File: src/design/dni_pkg.sv
// shared constants and types for the dma network interface
// no dependencies
package dni_pkg;
   localparam int BufDepthDefault = 16;
   localparam int ArbTimeoutDefault = 16;
   localparam int WORD_BYTES = 4;
   localparam logic [3:0] BE_FULL = 4'hF;

   localparam logic [2:0] CSR_BASE_ADDR = 3'd0;
   localparam logic [2:0] CSR_SECOND_ADDR = 3'd1;
   localparam logic [2:0] CSR_WORD_COUNT = 3'd2;
   localparam logic [2:0] CSR_SECOND_COUNT = 3'd3;
   localparam logic [2:0] CSR_DIRECTION = 3'd4;

   typedef struct packed {
      logic        start_pulse;
      logic        rx_valid;
      logic [31:0] rx_word;
      logic        tx_credit;
      logic [31:0] mem_read_word;
   } req_type;

   typedef struct packed {
      logic        tx_valid;
      logic [31:0] tx_word;
      logic        rx_credit;
      logic [31:0] mem_addr;
      logic [3:0]  mem_byte_enable;
      logic [31:0] mem_write_word;
      logic        irq;
      logic        send_busy;
      logic        recv_busy;
   } rsp_type;
endpackage

File: src/design/dni_ram.sv
// generic single-port-write, one-read ram with registered read data
// no dependencies
module dni_ram #(
   parameter int WIDTH = 32,
   parameter int DEPTH = 16
) (
   input  logic                     clock,
   input  logic                     wr_en,
   input  logic [$clog2(DEPTH)-1:0] wr_addr,
   input  logic [WIDTH-1:0]         wr_data,
   input  logic [$clog2(DEPTH)-1:0] rd_addr,
   output logic [WIDTH-1:0]         rd_data
);
   logic [WIDTH-1:0] mem_ff [DEPTH];

   always_ff @(posedge clock) begin
      if (wr_en) mem_ff[wr_addr] <= wr_data;
      rd_data <= mem_ff[rd_addr];
   end
endmodule

File: src/design/dma_network_interface.sv
// dma with network interface: receive buffer, parser, two dmas, arbiter
// depends on dni_pkg and dni_ram
//
// One transfer on req_ is one clock of the pins and yields exactly one transfer on rsp_.
// A new item is taken every cycle while the result register is free or being drained,
// so the sustained rate is one item per clock. The flit buffer sits in a ram with a
// registered read; the entry at the read pointer is prefetched each cycle, and a flit
// written to that same entry in the current item is forwarded. Header tags are kept
// in flip-flops cleared by reset, so no clearing pass is needed.
module dma_network_interface #(
   parameter int BUF_DEPTH = dni_pkg::BufDepthDefault,
   parameter int ARB_TIMEOUT = dni_pkg::ArbTimeoutDefault
) (
   input  logic                  clock,
   input  logic                  reset,
   input  logic                  req_tvalid,
   output logic                  req_tready,
   // start_pulse, rx_valid, rx_word, tx_credit, mem_read_word, zero fill
   input  logic [71:0]           req_tdata,
   output logic                  rsp_tvalid,
   input  logic                  rsp_tready,
   // tx_valid, tx_word, rx_credit, mem_addr, mem_byte_enable, mem_write_word,
   // irq, send_busy, recv_busy, zero fill
   output logic [111:0]          rsp_tdata,
   input  logic                  csr_valid,
   output logic                  csr_ready,
   input  logic [2:0]            csr_index,
   input  logic [31:0]           csr_data
);
   import dni_pkg::*;

   localparam int AW = (BUF_DEPTH > 1) ? $clog2(BUF_DEPTH) : 1;
   localparam logic [15:0] TIMEOUT = 16'(ARB_TIMEOUT);
   localparam logic [AW-1:0] LAST_PTR = AW'(BUF_DEPTH - 1);

   typedef enum logic [1:0] {ARB_ROUND, ARB_SEND, ARB_RECV} arb_type;
   typedef enum logic [1:0] {PH_HEADER, PH_PAYLOAD, PH_DATA} phase_type;
   typedef enum logic [1:0] {RV_WAIT, RV_COPY, RV_END} recv_type;
   typedef enum logic [1:0] {SD_WAIT, SD_LOAD, SD_COPY, SD_END} send_type;

   req_type req;
   assign req.start_pulse   = req_tdata[0];
   assign req.rx_valid      = req_tdata[1];
   assign req.rx_word       = req_tdata[33:2];
   assign req.tx_credit     = req_tdata[34];
   assign req.mem_read_word = req_tdata[66:35];

   logic [31:0] base_ff, second_ff, count_ff, second_count_ff;
   logic        dir_ff;
   arb_type arb_ff, arb_in;
   logic pri_ff, pri_in, wg_ff, wg_in, rg_ff, rg_in;
   logic [15:0] tim_ff, tim_in;
   logic [BUF_DEPTH-1:0] tag_ff, tag_in;
   logic [AW-1:0] rp_ff, rp_in, wp_ff, wp_in;
   logic add_ff, add_in;
   phase_type ph_ff, ph_in;
   logic [31:0] left_ff, left_in;
   recv_type rv_ff, rv_in;
   logic [31:0] raddr_ff, raddr_in, rrem_ff, rrem_in;
   logic [3:0] hc_ff, hc_in;
   send_type sd_ff, sd_in;
   logic [31:0] saddr_ff, saddr_in, saddr2_ff, saddr2_in, srem_ff, srem_in, srem2_ff, srem2_in;
   logic txv_ff, txv_in;
   logic [31:0] txw_ff, txw_in, wd_ff, wd_in;
   logic [3:0] be_ff, be_in;
   logic rsp_valid_ff;
   logic [111:0] rsp_data_ff;

   logic fire;
   assign req_tready = !rsp_valid_ff || rsp_tready;
   assign fire = req_tvalid && req_tready;
   assign csr_ready = 1'b1;
   assign rsp_tvalid = rsp_valid_ff;
   assign rsp_tdata = rsp_data_ff;

   function automatic logic [AW-1:0] next_ptr(input logic [AW-1:0] p);
      return (p == LAST_PTR) ? '0 : p + 1'b1;
   endfunction

   // head entry prefetch with forwarding of a same-entry write
   logic wr_en;
   logic [31:0] ram_q, fwd_word, head_word;
   logic fwd_ff;
   assign wr_en = fire && req.rx_valid && !(rp_ff == wp_ff && add_ff);
   dni_ram #(.WIDTH(32), .DEPTH(BUF_DEPTH)) u_flit_ram (
      .clock  (clock),
      .wr_en  (wr_en),
      .wr_addr(wp_ff),
      .wr_data(req.rx_word),
      .rd_addr(fire ? rp_in : rp_ff),
      .rd_data(ram_q)
   );
   always_ff @(posedge clock) begin
      fwd_ff <= wr_en && (wp_ff == (fire ? rp_in : rp_ff));
      fwd_word <= req.rx_word;
   end
   assign head_word = fwd_ff ? fwd_word : ram_q;

   always_comb begin
      logic same, rav, recv_act, send_act;
      same = rp_ff == wp_ff;
      rav = !(same && !add_ff);
      recv_act = rv_ff != RV_WAIT;
      send_act = sd_ff != SD_WAIT;
      arb_in = arb_ff; pri_in = pri_ff; tim_in = tim_ff; wg_in = wg_ff; rg_in = rg_ff;
      tag_in = tag_ff; rp_in = rp_ff; wp_in = wp_ff; add_in = add_ff; ph_in = ph_ff;
      left_in = left_ff; rv_in = rv_ff; raddr_in = raddr_ff; rrem_in = rrem_ff;
      hc_in = hc_ff; sd_in = sd_ff; saddr_in = saddr_ff; saddr2_in = saddr2_ff;
      srem_in = srem_ff; srem2_in = srem2_ff; txv_in = txv_ff; txw_in = txw_ff;
      wd_in = wd_ff; be_in = be_ff;

      unique case (arb_ff)
         ARB_ROUND: begin
            if (!pri_ff) begin
               if (rv_ff == RV_COPY) begin arb_in = ARB_RECV; wg_in = 1'b1; end
               else if (send_act) begin arb_in = ARB_SEND; rg_in = 1'b1; end
            end else begin
               if (send_act) begin arb_in = ARB_SEND; rg_in = 1'b1; end
               else if (rv_ff == RV_COPY) begin arb_in = ARB_RECV; wg_in = 1'b1; end
            end
         end
         ARB_SEND: begin
            if (sd_ff == SD_END || (tim_ff >= TIMEOUT && recv_act)) begin
               tim_in = '0; arb_in = ARB_ROUND; rg_in = 1'b0; pri_in = !pri_ff;
            end else if (tim_ff != 16'hFFFF) tim_in = tim_ff + 1'b1;
         end
         ARB_RECV: begin
            if (rv_ff == RV_END || (tim_ff >= TIMEOUT && send_act)) begin
               tim_in = '0; arb_in = ARB_ROUND; wg_in = 1'b0; pri_in = !pri_ff;
            end else if (tim_ff != 16'hFFFF) tim_in = tim_ff + 1'b1;
         end
         default: ;
      endcase

      if (wr_en) begin
         add_in = 1'b1;
         wp_in = next_ptr(wp_ff);
         case (ph_ff)
            PH_HEADER: begin hc_in = hc_ff + 1'b1; tag_in[wp_ff] = 1'b1; ph_in = PH_PAYLOAD; end
            PH_PAYLOAD: begin tag_in[wp_ff] = 1'b0; left_in = req.rx_word - 1'b1; ph_in = PH_DATA; end
            PH_DATA: begin
               tag_in[wp_ff] = 1'b0;
               if (left_ff == '0) ph_in = PH_HEADER;
               else left_in = left_ff - 1'b1;
            end
            default: ;
         endcase
      end

      unique case (rv_ff)
         RV_WAIT: begin
            if (req.start_pulse && dir_ff) begin
               raddr_in = base_ff - 32'(WORD_BYTES);
               rrem_in = count_ff - 1'b1;
               if (tag_in[rp_ff] && hc_in != '0) hc_in = hc_in - 1'b1;
               rv_in = RV_COPY;
            end
         end
         RV_COPY: begin
            if (wg_ff && rav) begin
               be_in = BE_FULL; wd_in = head_word;
               rp_in = next_ptr(rp_ff); add_in = 1'b0;
               raddr_in = raddr_ff + 32'(WORD_BYTES);
               if (rrem_ff == '0) rv_in = RV_END;
               rrem_in = rrem_ff - 1'b1;
            end else be_in = '0;
         end
         default: begin be_in = '0; raddr_in = '0; rrem_in = '0; rv_in = RV_WAIT; end
      endcase

      unique case (sd_ff)
         SD_WAIT: begin
            if (req.start_pulse && !dir_ff) begin
               saddr_in = base_ff; saddr2_in = second_ff;
               srem_in = count_ff; srem2_in = second_count_ff; sd_in = SD_LOAD;
            end
         end
         SD_LOAD: if (req.tx_credit && rg_ff) begin
            saddr_in = saddr_ff + 32'(WORD_BYTES); sd_in = SD_COPY;
         end
         SD_COPY: begin
            if (req.tx_credit && rg_ff) begin
               if (srem_ff != '0) begin
                  txv_in = 1'b1; txw_in = req.mem_read_word;
                  saddr_in = saddr_ff + 32'(WORD_BYTES); srem_in = srem_ff - 1'b1;
               end else if (srem2_ff != '0) begin
                  srem_in = srem2_ff; srem2_in = '0; txv_in = 1'b0;
                  saddr_in = (saddr2_ff[30:28] == 3'b000) ? saddr2_ff
                                                        : saddr2_ff - 32'(WORD_BYTES);
                  sd_in = SD_LOAD;
               end else begin txv_in = 1'b0; sd_in = SD_END; end
            end else begin
               if (!req.tx_credit) begin
                  srem_in = srem_ff + 1'b1; saddr_in = saddr_ff - 32'(2 * WORD_BYTES);
               end else saddr_in = saddr_ff - 32'(WORD_BYTES);
               txv_in = 1'b0; sd_in = SD_LOAD;
            end
         end
         default: begin
            saddr_in = '0; saddr2_in = '0; srem_in = '0; srem2_in = '0; sd_in = SD_WAIT;
         end
      endcase
   end

   always_ff @(posedge clock) begin
      if (reset) begin
         base_ff <= '0; second_ff <= '0; count_ff <= '0; second_count_ff <= '0; dir_ff <= 1'b0;
         arb_ff <= ARB_ROUND; pri_ff <= 1'b0; tim_ff <= '0; wg_ff <= 1'b0; rg_ff <= 1'b0;
         tag_ff <= '0; rp_ff <= '0; wp_ff <= '0; add_ff <= 1'b0; ph_ff <= PH_HEADER;
         left_ff <= '0; rv_ff <= RV_WAIT; raddr_ff <= '0; rrem_ff <= '0; hc_ff <= '0;
         sd_ff <= SD_WAIT; saddr_ff <= '0; saddr2_ff <= '0; srem_ff <= '0; srem2_ff <= '0;
         txv_ff <= 1'b0; txw_ff <= '0; wd_ff <= '0; be_ff <= '0; rsp_valid_ff <= 1'b0;
      end else begin
         if (csr_valid) begin
            unique case (csr_index)
               CSR_BASE_ADDR: begin base_ff <= csr_data; second_ff <= '0; end
               CSR_SECOND_ADDR: second_ff <= csr_data;
               CSR_WORD_COUNT: begin count_ff <= csr_data; second_count_ff <= '0; end
               CSR_SECOND_COUNT: second_count_ff <= csr_data;
               CSR_DIRECTION: dir_ff <= csr_data[0];
               default: ;
            endcase
         end
         if (fire) begin
            arb_ff <= arb_in; pri_ff <= pri_in; tim_ff <= tim_in; wg_ff <= wg_in; rg_ff <= rg_in;
            tag_ff <= tag_in; rp_ff <= rp_in; wp_ff <= wp_in; add_ff <= add_in; ph_ff <= ph_in;
            left_ff <= left_in; rv_ff <= rv_in; raddr_ff <= raddr_in; rrem_ff <= rrem_in;
            hc_ff <= hc_in; sd_ff <= sd_in; saddr_ff <= saddr_in; saddr2_ff <= saddr2_in;
            srem_ff <= srem_in; srem2_ff <= srem2_in; txv_ff <= txv_in; txw_ff <= txw_in;
            wd_ff <= wd_in; be_ff <= be_in;
         end
         if (fire) rsp_valid_ff <= 1'b1;
         else if (rsp_tready) rsp_valid_ff <= 1'b0;
      end
   end

   always_ff @(posedge clock) begin
      if (fire) begin
         rsp_data_ff <= {7'b0, rv_in != RV_WAIT, sd_in != SD_WAIT, hc_in != '0, wd_in, be_in,
                         rg_in ? saddr_in : raddr_in, !(rp_in == wp_in && add_in),
                         txw_in, txv_in};
      end
   end

   // the memory port is granted to at most one dma
   assert property (@(posedge clock) disable iff (reset) !(wg_ff && rg_ff))
      else $error("both memory grants held");
   // a word write happens only under the write grant in the copy state
   assert property (@(posedge clock) disable iff (reset) fire && be_in == BE_FULL
                    |-> wg_ff && rv_ff == RV_COPY)
      else $error("memory write without grant");
   // a held result stays while not taken
   assert property (@(posedge clock) disable iff (reset) rsp_valid_ff && !rsp_tready
                    |=> rsp_valid_ff && $stable(rsp_data_ff))
      else $error("result lost while stalled");
endmodule
File: config.mk
export PLATFORM = sky130hd
export DESIGN_NAME = dma_network_interface
export DESIGN_NICKNAME = d
export VERILOG_FILES = /design/src/design/dni_pkg.sv /design/src/design/dni_ram.sv /design/src/design/dma_network_interface.sv
export SDC_FILE = /design/constraint.sdc
export NUM_CORES = 2
export LEC_CHECK = 0
export BUFFER_PORTS_ARGS = -buffer_cell sky130_fd_sc_hd__buf_2
export CAP_MARGIN = 20
export CELL_PAD_IN_SITES_DETAIL_PLACEMENT = 0
export CELL_PAD_IN_SITES_GLOBAL_PLACEMENT = 2
export CORE_ASPECT_RATIO = 1.25
export CORE_UTILIZATION = 37
export DETAILED_ROUTE_END_ITERATION = 6
export HOLD_SLACK_MARGIN = 0.1
export PLACE_DENSITY_LB_ADDON = 0.1
export SETUP_SLACK_MARGIN = 0.15
export SYNTH_ARGS = -nofsm -noshare
export SYNTH_HDL_FRONTEND = slang
export SYNTH_HIERARCHICAL = 1
export SYNTH_SLANG_ARGS = --single-unit
File: constraint.sdc
create_clock -name clock -period 5.14 [get_ports clock]
set_input_delay 0.514 -clock clock [delete_from_list [all_inputs] [get_ports clock]]
set_output_delay 0.514 -clock clock [all_outputs]
set_load 0.05 [all_outputs]
======== Yosys cells after proc, flatten, opt, wreduce, memory -nomap -nowiden ========
Memories as Yosys holds them, arrays and structs flattened. A register that Yosys moved wholly into a read port is not among the register bits.
Index checks and enable logic that the tools add are counted.
word-level totals
  flip-flop bits (word level) ............. 617
  RAM bits ................................ 512
  input bits .............................. 112
  word-level logic and storage cells ...... 263
  memories ................................ 1
memory list
  memory             depth  width  read ports  clocked after memory_dff  wr ports  RTL line       text
  u_flit_ram.mem_ff  16     32     1           1                         1         dni_ram.sv:14  logic [WIDTH-1:0] mem_ff [DEPTH];
operators by class
  $add $sub $neg .......................... 17
  order comparisons ....................... 4
  equality and inequality tests ........... 33
  mux-type cells .......................... 104
  bitwise logic cells ..................... 5
  reductions and logical operators ........ 66
operator list
  cell                     number
  $mux W32                 29
  $pmux W32 S2             6
  $pmux W32 S3             3
  $sub A32 B1 Y32 const B  5
  $sub A32 B3 Y32 const B  3
  $add A32 B3 Y32 const B  2
  $logic_not A32 Y1        2
  $mux W16                 4
  $pmux W16 S2             2
  $reduce_bool A32 Y1      2
  $mux W4                  12
  $add A32 B1 Y32 const B  1
  $mux W2                  16
  $sub A32 B4 Y32 const B  1
  $mux W1                  22
  $reduce_bool A2 Y1       10
  $ne A2 B2 Y1 const B     9
  $pmux W2 S3              3
  $add A16 B1 Y16 const B  1
  $and A16 B16 Y16         1
  $ge A16 B5 Y1 const B    1
  $ne A16 B16 Y1 const B   1
  $not A16 Y16             1
  $or A16 B16 Y16          1
  other kinds (33)         91

======== Depth between registers and ports, before layout ========
  depth after elaboration ................. 15
  mapped depth ............................ 22
  depth with buffers taken out ............ 13

======== Hierarchy ========
Netlist, hierarchy kept.
by module, submodules not included
  module                 times used  cells each  area each (um^2)
  dma_network_interface  1           4293        33634.8
  dni_ram                1           838         19835.3

======== Least setup slack after synthesis ========
No wires, ideal clock.
  path type ............................... input to register
  start ................................... input port rsp_tready
  end ..................................... register rsp_data_ff[0], in the netlist rsp_tdata[0], enable pin
  arrival time ............................ 4.949 ns
  data required time ...................... 4.630 ns
  setup slack ............................. -0.319 ns
  cell stages on the path ................. 6
  buffers on the path ..................... 3
  cell sequence ........................... nand2b_1 clkbuf_1 nand2_1 inv_1 clkbuf_1 buf_1
on the way
  longest elaborated chain between the ends .. 2
ends and longest elaborated chain
  what                  RTL line                      text
  start, declared       dma_network_interface.sv:21   input logic rsp_tready,
  $logic_or A1 B1 Y1    dma_network_interface.sv:70   assign req_tready = !rsp_valid_ff || rsp_tready;
  named net req_tready  dma_network_interface.sv:17   output logic req_tready,
  $logic_and A1 B1 Y1   dma_network_interface.sv:71   assign fire = req_tvalid && req_tready;
  named net fire        dma_network_interface.sv:69   logic fire;
  end signal, assigned  dma_network_interface.sv:239  rsp_data_ff <= {7'b0, rv_in != RV_WAIT, sd_in != SD_WAIT, hc_in != '0, wd_in, be_in,
  end, declared         dma_network_interface.sv:67   logic [111:0] rsp_data_ff;
The timed path passes the listed nets, and every way through them passes these cells.
A chain may end at the register's enable or synchronous reset.

======== Final worst setup path ========
  start ................................... register ph_ff[0]
  end ..................................... register left_ff[31]
on the way
  longest elaborated chain between the ends .. 3
  elaborated cells on any way between the ends .. 6
ends and longest elaborated chain
  what                                                                 RTL line                      text
  start, declared                                                      dma_network_interface.sv:56   phase_type ph_ff, ph_in;
  start signal, assigned                                               dma_network_interface.sv:226  tag_ff <= tag_in; rp_ff <= rp_in; wp_ff <= wp_in; add_ff <= add_in; ph_ff <= ph_in;
  $eq A2 B2 Y1 / $eq A2 B1 Y1 (equally long branches)                  dma_network_interface.sv:138  case (ph_ff)
  $ne A2 B2 Y1 (no line) / $reduce_bool A2 Y1 (equally long branches)  -
  $reduce_and A4 Y1 (no line)                                          -
  end signal, assigned                                                 dma_network_interface.sv:227  left_ff <= left_in; rv_ff <= rv_in; raddr_ff <= raddr_in; rrem_ff <= rrem_in;
  end, declared                                                        dma_network_interface.sv:57   logic [31:0] left_ff, left_in;
Parallel ways exist; a longest one is shown, timed or not.

==> flow_metrics.py <==
metrics = {
    "floorplan": {
        "core.rowCount": 155,
        "core_area_mm2": 0.143,
        "io_pins": 227,
        "dieWidth_um": 342,
        "initial_utilization_pct": 37.4,
        "die_area_mm2": 0.146,
        "die_y_um": 427,
    },
    "finish": {
        "final.fill_count": 13738,
        "regMostFlops": "u_flit_ram/mem_ff",
        "fin_util_pct": 43.2,
        "layout-area-overhead-vs-synth_pct": 15.5,
        "multiInputGateArea_mm2": 0.0225,
        "seq_area_mm2": 0.0294,
        "largest_reg_flops": 512,
        "nNetsFinal": 5434,
        "drive_gt1_share_pct": 15.1,
    },
    "worst_setup_path": {
        "worstPathRequired_ps": 5750,
        "worstPathArrival_ps": 4700,
        "cp-start-kind": "flop",
        "cp-end-kind": "flop",
        "crit_chain": "inv_1 > ha_4 > buf_4 > nor3_1 > o21ai_0 > nor3_1 > nand4_1 > or3_1 > nor3b_1 > o21ai_0 > a21oi_1 > nor2_1",
        "slowest_stage": "nor3_1",
        "path_buf_inv": 2,
        "path_delay_family": "simple AND/OR/NAND/NOR gates",
        "worst-setup-path-type": "reg2reg",
        "critPathMaxFanout": 47,
        "max_stage_delay_ps": 770,
    },
    "power": {
        "powerDensity_mw_per_mm2": 349,
        "leakagePower_nw": 20.7,
        "finalPower_mw": 21.5,
        "peakVddDrop_uv": 343,
    },
    "drt": {
        "drt_iter0_markers": 3398,
        "vias": 41165,
        "viasPerCell": 5.65,
        "wirelength_um": 189000,
        "detail-route-antenna-nets": 0,
        "post-route-drc-count": 32,
        "dr.pass1.iters": 7,
        "post_drt_wl_per_cell_um": 26.0,
    },
    "logic_synthesis": {
        "synth_ff_type": "edfxtp_1",
        "synth_top_area_share_pct": 34.7,
        "synth.avg_cell_area_um2": 10.4,
        "synth_top_area_cell": "edfxtp_1",
        "synth-seq-cells": 1161,
        "yosysMostFrequentCell": "nand2_1",
        "ys_top_cells_by_area": "edfxtp_1, dfxtp_1, mux4_2",
        "yosysWarnings": 6,
        "syn_area_mm2": 0.0535,
        "synthCells": 5131,
        "synth_cell_types": 94,
        "synth-edff-count": 617,
        "yosysSeqAreaShare_pct": 55.0,
        "ys_top_cells_by_count": "nand2_1, edfxtp_1, dfxtp_1",
        "async_flop_share_pct": 0,
    },
    "placement": {
        "place_hpwl_um": 125000,
        "gp_congestion": 0.878,
        "io_buffer_count": 213,
    },
    "cts": {
        "cts-htree-levels": 3,
        "post_cts.repair.setup_buffers": 0,
        "cts_buffer_depth": 3,
        "root_buffer": "clkbuf_16",
        "cts_buffers": 119,
        "holdBufCountCts": 77,
        "clk_pin_slew_ps": 70,
        "cts_tree": "done",
        "worstSkewPairLatency_ps": 800,
        "ctsResizeCount": 0,
        "cts.sinks": 1161,
    },
    "timing": {
        "worst_slew_pin_slew_ps": 964,
        "drv_slew": 0,
        "finClkSkew_ps": 64.6,
        "rsz0062_at_grt": "no",
        "relSlewSlack_pct": 33.9,
        "period_share_pct": 79.6,
        "tns_ps": 0,
        "setup_violations": 0,
        "finalHoldViolations": 0,
        "fmax_mhz": 244,
        "period_needed_ps": 4090,
    },
    "job": {
        "maxCapViolCount": 0,
    },
    "global_routing": {
        "gr-total-overflow": 0,
        "antenna_found_initial": 3,
        "grt_max_degree": 107,
        "grt_pass1_wl_um": 275000,
        "grt_pass1_vias": 39545,
        "grtUsageTotal_pct": 25.5,
    },
    "status": {
        "violations": "design-rule violations",
        "status": "finished, violations left",
    },
    "min_path": {
        "hold_class": "in2reg",
    },
}
## cell type report
type,count,share of cell area [%]
Sequential cell,1161,47.6
Multi-Input combinational cell,3521,36.4
Timing Repair Buffer,419,4.71
Clock inverter,72,1.70
Tap cell,1884,3.82
Inverter,68,0.442
Clock buffer,156,5.27
Antenna cell,2,0.00810
## metrics by stage
| step | hold slack (ps) | std cells | area, um^2 | setup WS [ps] |
|---|---|---|---|---|
| finish | 118 | 7283 | 61800 | 1050 |
| global route | 132 | 7281 | 61800 | 792 |
| CTS | 102 | 7280 | 61800 | 1050 |
| detailed placement | 447 | 6975 | 56700 | 815 |
| global placement | 440 | 6972 | 56600 | 871 |
| floorplan | 428 | 5137 | 53500 | 159 |
## placed cells by master, fill, tap and decap left out, drive strengths merged, types with 39 or more instances in the layout
master	netlist	routed
nand2	735	735
edfxtp	617	617
dfxtp	544	544
a21oi	458	458
nor2	423	423
buf	92	342
o21ai	242	242
nand3	214	214
clkbuf	295	156
nor3	132	132
mux4	128	128
a22oi	106	106
mux2i	94	94
xnor2	84	84
inv	66	78
dlygate4sd3	0	77
xor2	76	76
a211oi	72	72
nor4	53	53
mux2	51	51
nand4	44	44
o211ai	43	43
a221oi	43	43
or3	39	39
## worst reg2reg max path, stage by stage, from the launching register on
cell	delay [ps]
dfxtp_1	360
inv_1	120
ha_4	220
buf_4	320
nor3_1	240
o21ai_0	240
nor3_1	770
nand4_1	390
or3_1	510
nor3b_1	400
o21ai_0	130
a21oi_1	180
nor2_1	50
## where the power goes
part           total [mW]  internal, mW  switching, mW  leakage [nW]
sequential           10.1          9.93          0.162          10.1
clock                9.50          5.45           4.05          2.08
combinational        1.96         0.579           1.38          8.50
total                21.5          16.0           5.59          20.7
## per-layer routing
metal	up-vias	GRT usage (%)	part of all wire, %	wire length (um)
met1	20579	31.9	41	78200
met4	2	9.94	3.8	7130
met2	1049	44.9	51	95800
met3	249	2.74	4.3	8080
met5	-	0	0.0069	13
li1	19286	-	-	-
## path summary, 6_finish.rpt
kind / start / endpoint / slack (ps) / cells after the start
worst min register to register: txw_ff[24] / txw_ff[24] / 450 / 2
worst min-delay path: req_tdata[8] / fwd_word[6] / 120 / 1
worst max-delay path: ph_ff[0] / left_ff[31] / 1050 / 12
worst max register to register: ph_ff[0] / left_ff[31] / 1050 / 12
## logic make-up (layout without fill, tap and decap cells)
| group | Yosys count | count (layout) | share of synthesized area, % |
|---|---|---|---|
| xor gates and xnor gates | 160 | 160 | 2.62 |
| muxes | 273 | 273 | 8.23 |
| adders and majority gates | 32 | 32 | 0.749 |
| DFF | 1161 | 1161 | 55.0 |
| and+or+nand+nor | 1842 | 1842 | 15.8 |
| AOI/OAI and AO/OA | 1206 | 1206 | 14.1 |
| buffers and inverters | 455 | 715 | 3.46 |
| other | 2 | 10 | 0.0140 |
Note: power is estimated with default switching activity, not from simulation.
